File: config.mk
export PLATFORM = sky130hd
export DESIGN_NAME = crarc_ctrl
export DESIGN_NICKNAME = d
export VERILOG_FILES = /design/src/design/crarc_pkg.sv /design/src/design/crarc_ctrl.sv
export SDC_FILE = /design/constraint.sdc
export NUM_CORES = 1
export LEC_CHECK = 0
export ABC_AREA = 1
export BUFFER_PORTS_ARGS = -buffer_cell sky130_fd_sc_hd__buf_2
export CELL_PAD_IN_SITES_DETAIL_PLACEMENT = 0
export CELL_PAD_IN_SITES_GLOBAL_PLACEMENT = 2
export CORE_ASPECT_RATIO = 1.4
export CORE_MARGIN = 5
export CORE_UTILIZATION = 32
export CTS_CLUSTER_SIZE = 40
export DETAILED_ROUTE_END_ITERATION = 6
export GPL_TIMING_DRIVEN = 0
export PLACE_DENSITY_LB_ADDON = 0.1
export SLEW_MARGIN = 20
export SYNTH_ARGS = -nofsm -noshare
export SYNTH_HDL_FRONTEND = slang
export SYNTH_SLANG_ARGS = --single-unit
File: constraint.sdc
create_clock -name clk -period 3.7 [get_ports clk]
set_input_delay 0.185 -clock clk [delete_from_list [all_inputs] [get_ports clk]]
set_output_delay 0.185 -clock clk [all_outputs]
set_load 0.005 [all_outputs]
File: src/design/crarc_pkg.sv
// Shared types and constants for the Catmull-Rom arc-length evaluator.
package crarc_pkg;

	localparam int SAMPLE_COUNT_DEF = 64;

	localparam logic [1:0] CFG_POINT_A = 2'd0;
	localparam logic [1:0] CFG_POINT_B = 2'd1;
	localparam logic [1:0] CFG_POINT_C = 2'd2;
	localparam logic [1:0] CFG_POINT_D = 2'd3;

	localparam logic [1:0] MODE_POINT = 2'd0;
	localparam logic [1:0] MODE_ARC   = 2'd1;
	localparam logic [1:0] MODE_BUILD = 2'd2;
	localparam logic [1:0] MODE_RSVD  = 2'd3;

	localparam logic [1:0] AXIS_X    = 2'd0;
	localparam logic [1:0] AXIS_LAST = 2'd2;

	localparam logic [4:0] EVAL_LAST = 5'd6;
	localparam logic [4:0] DIV_LAST  = 5'd15;
	localparam logic [4:0] SQRT_LAST = 5'd19;

	typedef enum logic [2:0] {
		EV_MUL3, EV_LO1, EV_HI1, EV_RND, EV_LO2, EV_HI2, EV_FIN
	} ev_step_t;

	typedef enum logic [4:0] {
		OP_NOP, OP_START, OP_CALC_D, OP_SRCH_RD, OP_SRCH_CMP, OP_RD_LO, OP_RD_HI,
		OP_CAP_HI, OP_DIV_INT, OP_DIV_STEP,
		OP_SET_TLO, OP_SET_THI, OP_T_POS, OP_T_ZERO, OP_T_LO, OP_T_LOQ, OP_T_Q,
		OP_EVAL, OP_RB_INIT, OP_SQ, OP_SQRT_INIT, OP_SQRT_STEP, OP_RB_WR,
		OP_CLR_RES, OP_OUT
	} dp_op_t;

	typedef enum logic [4:0] {
		ST_IDLE, ST_TPOS, ST_TZERO, ST_EVAL, ST_CALC_D, ST_SRCH, ST_SCMP,
		ST_RDLO, ST_RDHI, ST_CAPHI, ST_DIV, ST_SETLO, ST_SETHI,
		ST_DINT, ST_TLOQ, ST_TLO, ST_RB0, ST_RBINIT, ST_RBT, ST_SQ,
		ST_SQI, ST_SQRT, ST_RBWR, ST_CLR, ST_OUT
	} st_t;

	typedef enum logic [1:0] {
		RET_OUT, RET_RBINIT, RET_SQ
	} ret_t;

	typedef struct packed {
		dp_op_t     op;
		ev_step_t   step;
		logic [1:0] axis;
		logic       nr;
		logic       zero_total;
	} dp_cmd_t;

	typedef struct packed {
		logic valid;
		logic srch_done;
		logic idx_zero;
		logic interp_ok;
		logic k_last;
		logic out_full;
	} dp_sts_t;

endpackage

File: src/design/crarc_ctrl.sv
// Sequencer that steps the datapath through evaluation, search and rebuild.
module crarc_ctrl import crarc_pkg::*; (
	input  logic       clk,
	input  logic       arst_n,
	input  logic       s_tvalid,
	output logic       s_tready,
	input  logic [1:0] mode,
	input  logic       m_tready,
	input  dp_sts_t    sts,
	output dp_cmd_t    cmd
);

	st_t        st_q, st_d, dret_q, dret_d;
	ret_t       ret_q, ret_d;
	logic [4:0] cnt_q, cnt_d;
	logic [1:0] axis_q, axis_d;
	logic [1:0] mode_q, mode_d;

	always_ff @(posedge clk or negedge arst_n) begin
		if (!arst_n) begin
			st_q   <= ST_IDLE;
			dret_q <= ST_IDLE;
			ret_q  <= RET_OUT;
			cnt_q  <= '0;
			axis_q <= AXIS_X;
			mode_q <= MODE_POINT;
		end else begin
			st_q   <= st_d;
			dret_q <= dret_d;
			ret_q  <= ret_d;
			cnt_q  <= cnt_d;
			axis_q <= axis_d;
			mode_q <= mode_d;
		end
	end

	always_comb begin
		st_d           = st_q;
		dret_d         = dret_q;
		ret_d          = ret_q;
		cnt_d          = cnt_q;
		axis_d         = axis_q;
		mode_d         = mode_q;
		s_tready       = 1'b0;
		cmd.op         = OP_NOP;
		cmd.step       = EV_MUL3;
		cmd.axis       = axis_q;
		cmd.nr         = 1'b0;
		cmd.zero_total = 1'b0;
		case (st_q)
			ST_IDLE: begin
				s_tready = 1'b1;
				if (s_tvalid) begin
					cmd.op = OP_START;
					mode_d = mode;
					case (mode)
						MODE_POINT: st_d = ST_TPOS;
						MODE_ARC:   st_d = sts.valid ? ST_CALC_D : ST_OUT;
						MODE_BUILD: st_d = ST_RB0;
						default:    st_d = ST_OUT;
					endcase
				end
			end
			ST_TPOS: begin
				cmd.op = OP_T_POS;
				ret_d  = RET_OUT;
				cnt_d  = '0;
				axis_d = AXIS_X;
				st_d   = ST_EVAL;
			end
			ST_TZERO: begin
				cmd.op = OP_T_ZERO;
				ret_d  = RET_OUT;
				cnt_d  = '0;
				axis_d = AXIS_X;
				st_d   = ST_EVAL;
			end
			ST_EVAL: begin
				cmd.op   = OP_EVAL;
				cmd.step = ev_step_t'(cnt_q[2:0]);
				if (cnt_q == EVAL_LAST) begin
					cnt_d = '0;
					if (axis_q == AXIS_LAST) begin
						axis_d = AXIS_X;
						case (ret_q)
							RET_RBINIT: st_d = ST_RBINIT;
							RET_SQ:     st_d = ST_SQ;
							default:    st_d = ST_OUT;
						endcase
					end else begin
						axis_d = axis_q + 2'd1;
					end
				end else begin
					cnt_d = cnt_q + 5'd1;
				end
			end
			ST_CALC_D: begin
				cmd.op = OP_CALC_D;
				st_d   = ST_SRCH;
			end
			ST_SRCH: begin
				if (sts.srch_done) begin
					st_d = sts.idx_zero ? ST_TZERO : ST_RDLO;
				end else begin
					cmd.op = OP_SRCH_RD;
					st_d   = ST_SCMP;
				end
			end
			ST_SCMP: begin
				cmd.op = OP_SRCH_CMP;
				st_d   = ST_SRCH;
			end
			ST_RDLO: begin
				cmd.op = OP_RD_LO;
				st_d   = ST_RDHI;
			end
			ST_RDHI: begin
				cmd.op = OP_RD_HI;
				st_d   = ST_CAPHI;
			end
			ST_CAPHI: begin
				cmd.op = OP_CAP_HI;
				st_d   = ST_SETLO;
			end
			ST_DIV: begin
				cmd.op = OP_DIV_STEP;
				if (cnt_q == DIV_LAST) begin
					cnt_d = '0;
					st_d  = dret_q;
				end else begin
					cnt_d = cnt_q + 5'd1;
				end
			end
			ST_SETLO: begin
				cmd.op = OP_SET_TLO;
				st_d   = ST_SETHI;
			end
			ST_SETHI: begin
				cmd.op = OP_SET_THI;
				st_d   = sts.interp_ok ? ST_DINT : ST_TLO;
			end
			ST_DINT: begin
				cmd.op = OP_DIV_INT;
				cnt_d  = '0;
				dret_d = ST_TLOQ;
				st_d   = ST_DIV;
			end
			ST_TLOQ: begin
				cmd.op = OP_T_LOQ;
				ret_d  = RET_OUT;
				cnt_d  = '0;
				axis_d = AXIS_X;
				st_d   = ST_EVAL;
			end
			ST_TLO: begin
				cmd.op = OP_T_LO;
				ret_d  = RET_OUT;
				cnt_d  = '0;
				axis_d = AXIS_X;
				st_d   = ST_EVAL;
			end
			ST_RB0: begin
				cmd.op = OP_T_ZERO;
				ret_d  = RET_RBINIT;
				cnt_d  = '0;
				axis_d = AXIS_X;
				st_d   = ST_EVAL;
			end
			ST_RBINIT: begin
				cmd.op = OP_RB_INIT;
				st_d   = ST_RBT;
			end
			ST_RBT: begin
				cmd.op = OP_T_Q;
				ret_d  = RET_SQ;
				cnt_d  = '0;
				axis_d = AXIS_X;
				st_d   = ST_EVAL;
			end
			ST_SQ: begin
				cmd.op = OP_SQ;
				if (axis_q == AXIS_LAST) begin
					axis_d = AXIS_X;
					st_d   = ST_SQI;
				end else begin
					axis_d = axis_q + 2'd1;
				end
			end
			ST_SQI: begin
				cmd.op = OP_SQRT_INIT;
				cnt_d  = '0;
				st_d   = ST_SQRT;
			end
			ST_SQRT: begin
				cmd.op = OP_SQRT_STEP;
				if (cnt_q == SQRT_LAST) begin
					cnt_d = '0;
					st_d  = ST_RBWR;
				end else begin
					cnt_d = cnt_q + 5'd1;
				end
			end
			ST_RBWR: begin
				cmd.op = OP_RB_WR;
				st_d   = sts.k_last ? ST_CLR : ST_RBT;
			end
			ST_CLR: begin
				cmd.op = OP_CLR_RES;
				st_d   = ST_OUT;
			end
			ST_OUT: begin
				if (!sts.out_full || m_tready) begin
					cmd.op         = OP_OUT;
					cmd.nr         = (mode_q == MODE_ARC) && !sts.valid;
					cmd.zero_total = (mode_q == MODE_RSVD);
					st_d           = ST_IDLE;
				end
			end
			default: st_d = ST_IDLE;
		endcase
	end

endmodule

==> results of run 1 <==
-- worst min path at each step --
stage               startpoint         to  slack [ps]
finish                 mode[0]  mode_q[0]         180
global route           mode[0]  mode_q[0]         210
CTS                    mode[0]  mode_q[0]         180
detailed placement      arst_n   cnt_q[2]         160
global placement        arst_n   cnt_q[2]         150
floorplan               arst_n  axis_q[0]        -110
-- cell families after synthesis --
family | share of synthesized area, %
simple gates | 53.60
buf+inv | 10.66
compound gates | 6.544
flops | 25.00
fa+ha+maj | 3.676
xor+xnor | 0.5148
-- power groups by stage --
stage / Sequential [uW] / Combinational (uW) / Clock (uW)
after floorplan: 337 / 754 / 0
after global placement: 365 / 1070 / 0
after detailed placement: 366 / 1060 / 0
after CTS: 362 / 1060 / 149
after global routing: 372 / 1190 / 159
final: 362 / 1050 / 143
-- synth_stat cells --
library cell / count
o211ai_1: 1
o21ai_0: 8
nor2_8: 1
o21ai_1: 3
nand3_2: 7
nand4_1: 7
xnor2_1: 1
buf_4: 2
nor2_1: 55
a21oi_1: 7
a211oi_1: 1
nor4_1: 1
o22ai_1: 1
clkbuf_1: 1
nand3b_1: 1
nand2_2: 4
nand3_4: 1
dfrtp_1: 17
nor2_2: 3
ha_1: 5
nand2_1: 85
nor2b_1: 1
nand3_1: 25
nor3_1: 7
inv_2: 6
inv_1: 36
nor2_4: 1
clkinv_2: 1
-- state kept, by name (all words and copies together), names as in the netlist --
signal,count
dret_q,1
axis_q,2
mode_q,2
ret_q,2
st_q,5
cnt_q,5
-- final cells by class --
class	instances	area, sq um	area share (%)
repair buffers	25	130.1	6.637
multi-input cells	226	1095	55.84
clock buffers	3	41.29	2.106
plain buffers	3	18.77	0.9572
clock inverters	1	5.005	0.2553
flip-flops and latches	17	425.4	21.70
well taps	66	82.58	4.212
inverters	43	162.7	8.296
-- per-stage QoR --
stage	hold WS [ps]	setup WS, ps	cell area (sq um)	power [uW]	std cells
2_1_floorplan	-110.6	2082	1702	1091	289
3_3_place_gp	154.9	1753	1904	1431	379
3_5_place_dp	159.9	1773	1904	1421	379
4_1_cts	184.9	1600	1961	1571	384
5_1_grt	209.1	1418	1961	1716	384
6_report	180.8	1603	1961	1554	384
-- repair_timing --
| item | 4_1_cts | 5_1_grt |
|---|---|---|
| endpoints found under the hold margin | 17 | 0 |
| setup buffers | 0 | 0 |
| hold buffers | 1 | 0 |
-- layer usage --
layer / wire length (um) / vias to the layer above / share of wire, %
li1: - / 978 / -
met1: 2198 / 821 / 40
met2: 2885 / 49 / 52
met3: 172 / 19 / 3.1
met4: 244 / 0 / 4.4
met5: 0 / - / 0
-- critical path, delay by kind of cell (launching register included) --
kind | cells | cell delay [ps]
and+or+nand+nor | 5 | 1050
DFF | 1 | 490
buffers and inverters | 1 | 110
==> flow_summary.json, run 1 <==
{
  "run_status": "finished, final reports clean",
  "syn-cell-area_sq_um": 1702,
  "use_met3_pct": 1.985,
  "grt_pass1_vias": 1917,
  "skew_ps": 1.770,
  "grt_max_degree": 18,
  "reg2reg_slack_ps": 1800,
  "p_clk_share_pct": 9.2,
  "hold_violations": 0,
  "busiest_layer": "met2",
  "grt_usage_pct": 16.77,
  "fp.dieH_um": 96.28,
  "cpMaxStageDelayCell": "dfrtp_1",
  "ys.warnings.count": 0,
  "clock_latency_ps": 250,
  "crit_path_start": "st_q[1]",
  "wl_per_cell_um": 14.33,
  "final_util_pct": 38.01,
  "rows": 31,
  "crit_fanout": 7,
  "rr_endpoint": "st_q[0]",
  "drt-initial-drc-count": 86,
  "io_pins": 25,
  "hpwl_um": 4587,
  "final_nets": 336,
  "gp_congestion": 0.9357,
  "core-area_sq_um": 5159,
  "clk_path_buf_depth": 2,
  "cts_tree": "yes",
  "overflow": 0,
  "dieWidth_um": 71.63,
  "hp-class": "in2reg",
  "synth_area_leaders": "dfrtp_1, nand2_1, nor2_1, inv_1, nand3_1",
  "final_max_slew_viol_count": 0,
  "p_seq_share_pct": 23.3,
  "min_path_cells": 3,
  "switching_share_pct": 55.42,
  "grt_pass1_wl_um": 8894,
  "crit_required_ps": 3510,
  "p_int_uw": 692.8,
  "vias": 1867,
  "reg2reg_depth": 12,
  "p_leak_uw": 0.001143,
  "syn_to_final_growth_pct": 15.22,
  "met1_usage_pct": 17.42,
  "first_pass_iters": 4,
  "path_cells": "nor2_2 > nand3_1 > nor2_1 > nor2_1 > nand3_1 > buf_2",
  "start_kind": "register",
  "synth_top_area_share_pct": 25.00,
  "synth_largest_area_cell": "dfrtp_1",
  "worst_pin_slew_ps": 428.7,
  "crit_type": "reg2out",
  "die_area_sq_um": 6897,
  "drt_wl_total_um": 5501,
  "cp_slowest_stage_delay_ps": 490,
  "slew-limit-headroom_pct": 71.42,
  "mostFrequentLayoutCells": "nand2_1, nor2_1, inv_1",
  "cts_buffers": 3,
  "ir_worst_vdd_uv": 299.7,
  "power.density_nw_per_um2": 792.6,
  "antenna_left": 0,
  "io_buffers": 24,
  "fin_crit_ps": 2097,
  "clkTransAtPathRegs_ps": 70,
  "reg2reg_from": "cnt_q[0]",
  "max_freq_mhz": 476.8,
  "final.fill_count": 608,
  "cp-end-kind": "output port",
  "synth_fp_nets": 306,
  "met2_usage_pct": 31.67,
  "start_util_pct": 32.99,
  "setup_viol": 0,
  "combPwrFrac_pct": 67.5,
  "p_switching_uw": 861.2,
  "worstPathArrival_ps": 1910,
  "antenna_cells": 0,
  "synth.distinct_cells": 28,
  "grt_antenna_before_repair": 0,
  "finalSetupTns_ps": 0,
  "via_per_inst": 4.862,
  "ys_seq_elements": 17,
  "cts_resized": 0,
  "final_common_cell": "nand2_1",
  "drc": 0,
  "syn_avg_cell_area_sq_um": 5.888,
  "crit_end": "cmd[7]",
  "ctsHtreeMaxLevel": 1,
  "clock_sinks": 17,
  "max_cap_viol_count": 0,
  "seq_area_frac_synth_pct": 25.00,
  "rsz0062_at_grt": "false",
  "period_share_pct": 56.68,
  "syn-instance-count": 289,
  "clock-root-buffer": "clkbuf_8",
  "layout-drive-gt1-share_pct": 16.98
}
No activity file was read; power rests on OpenSTA's default activity.
==> run 2, diff against run 1 <==
- CORE_UTILIZATION: 32 -> 30
- clock period: 3.7 -> 2 ns (I/O delays scaled with it)
==> run 2 against run 1 <==
Effect of this change:
- count of clock-buffer cells in the layout unchanged
- clock skew about the same
- cell count increased by 0.78%
- clock power increased by 85%
- total power increased by 88%
- sequential power increased by 90%
- highest routed layer unchanged
==> flow_summary.json, run 2 (synthesized netlist as in run 1, its figures left out) <==
{
  "vias": 1836,
  "skew_ps": 2.045,
  "grt_pass1_wl_um": 9342,
  "p_clk_share_pct": 9.0,
  "fin_crit_ps": 1875,
  "hpwl_um": 4735,
  "drt-initial-drc-count": 84,
  "postPlaceCellArea_sq_um": 1907,
  "mostFrequentLayoutCells": "nand2_1, nor2_1, inv_1",
  "die_area_sq_um": 7299,
  "start_kind": "register",
  "crit_end": "cmd[1]",
  "clock_latency_ps": 250,
  "rsz0062_at_grt": "true",
  "cts_buffers": 3,
  "final_area_sq_um": 1998,
  "reg2reg_slack_ps": 190,
  "final_common_cell": "nand2_1",
  "antenna_left": 0,
  "hp-class": "in2reg",
  "fin_cells": 387,
  "setup_ws_ps": 125.2,
  "ctsHtreeMaxLevel": 1,
  "p_seq_share_pct": 23.4,
  "max_cap_viol_count": 0,
  "dieWidth_um": 73.65,
  "power.density_nw_per_um2": 1465,
  "dp_cells": 381,
  "grt_pass1_vias": 1933,
  "final.fill_count": 663,
  "final_max_slew_viol_count": 0,
  "crit_required_ps": 1900,
  "final_nets": 337,
  "cp-end-kind": "output port",
  "ir_worst_vdd_uv": 618.6,
  "p_int_uw": 1311,
  "via_per_inst": 4.744,
  "start_util_pct": 30.80,
  "final_util_pct": 36.16,
  "p_leak_uw": 0.001143,
  "switching_share_pct": 55.21,
  "overflow": 0,
  "drc": 0,
  "core-area_sq_um": 5525,
  "reg_top3": "cnt_q: 5 flops, st_q: 5 flops",
  "crit_path_start": "st_q[2]",
  "clock_sinks": 17,
  "clkTransAtPathRegs_ps": 70,
  "rows": 32,
  "reg2reg_from": "cnt_q[0]",
  "crit_fanout": 6,
  "period_share_pct": 93.74,
  "io_pins": 25,
  "fp.dieH_um": 99.11,
  "io_buffers": 24,
  "grt_max_degree": 18,
  "grt_antenna_before_repair": 0,
  "setup_viol": 0,
  "clock-root-buffer": "clkbuf_8",
  "crit_type": "reg2out",
  "rr_endpoint": "st_q[0]",
  "drt_wl_total_um": 5669,
  "combPwrFrac_pct": 67.5,
  "dp_slack_ps": 76.38,
  "reg2reg_depth": 12,
  "max_freq_mhz": 533.4,
  "first_pass_iters": 4,
  "wl_per_cell_um": 14.65,
  "worstPathArrival_ps": 1770,
  "clk_path_buf_depth": 2,
  "grt_usage_pct": 16.53,
  "syn_to_final_growth_pct": 17.43,
  "gp_congestion": 0.9337,
  "layout-drive-gt1-share_pct": 20.06,
  "slew-limit-headroom_pct": 71.33,
  "cts_tree": "yes",
  "hold_violations": 0,
  "run_status": "finished, final reports clean",
  "p_switching_uw": 1616,
  "antenna_cells": 0,
  "worst_pin_slew_ps": 430.1
}
[run 2: cell count changes in the layout (fill, tap and decap cells not counted)]
cell / previous run / this run
ha_2: 0 / 1
nor2_2: 3 / 5
ha_1: 5 / 4
o21ai_1: 3 / 4
nor2_4: 1 / 3
o21ai_0: 8 / 7
nor2_1: 55 / 51
dfrtp_2: 0 / 4
dfrtp_1: 17 / 13
buf_4: 2 / 3
[run 2: how the worst min path moves through the flow]
stage                     startpoint  cells after the start  slack (ps)        end
after global placement        arst_n                      1          60   cnt_q[2]
after detailed placement      arst_n                      1          70   cnt_q[2]
final                        mode[0]                      3         120  mode_q[0]
after CTS                    mode[0]                      3         110  mode_q[0]
after global routing         mode[0]                      3         130  mode_q[0]
after floorplan               arst_n                      0        -200  axis_q[0]
[run 2: final cells by class]
cell class	instances	area, sq um	share of cell area, %
clock buffer	3	41.29	2.066
tap	68	85.08	4.258
buffer	3	18.77	0.9393
clock inverter	1	5.005	0.2505
sequential	17	430.4	21.54
inverter	43	162.7	8.140
timing repair buffer	26	137.6	6.888
multi-input combinational	226	1117	55.92
[run 2: per-stage QoR]
stage | power [uW] | TNS [ps] | hold WS [ps]
after CTS | 2958 | 0 | 114.4
after global routing | 3258 | -9.635 | 129.1
final | 2928 | 0 | 121.7
after global placement | 2657 | 0 | 64.05
after detailed placement | 2651 | 0 | 68.37
after floorplan | 2019 | 0 | -195.6
[run 2: power by group through the flow]
stage	Sequential [uW]	Combinational, uW	Clock (uW)
after floorplan	624	1390	0
after CTS	677	2000	277
after global routing	704	2270	289
final	686	1980	265
after global placement	676	1980	0
after detailed placement	676	1970	0
[run 2: what timing repair did]
action	CTS	global route
gates cloned	0	0
pin swaps	1	0
hold buffers	1	0
gates resized for setup	2	10
buffers inserted	1	0
endpoints found under the setup margin	3	10
endpoints found under the hold margin	17	0
[run 2: per-layer routing]
metal / global-route usage (%) / wire [um] / vias to the layer above
li1: - / - / 972
met1: 18.17 / 2258 / 818
met2: 31.56 / 3097 / 34
met3: 1.416 / 171 / 12
met4: 6.137 / 142 / 0
met5: 0 / 0 / -
[run 2: critical path, cell delays in order, from the launching register on]
cell and delay (ps):
dfrtp_1 460, inv_2 100, nand2_1 160, inv_2 160, nand4_1 250, nor4_1 230, buf_2 150
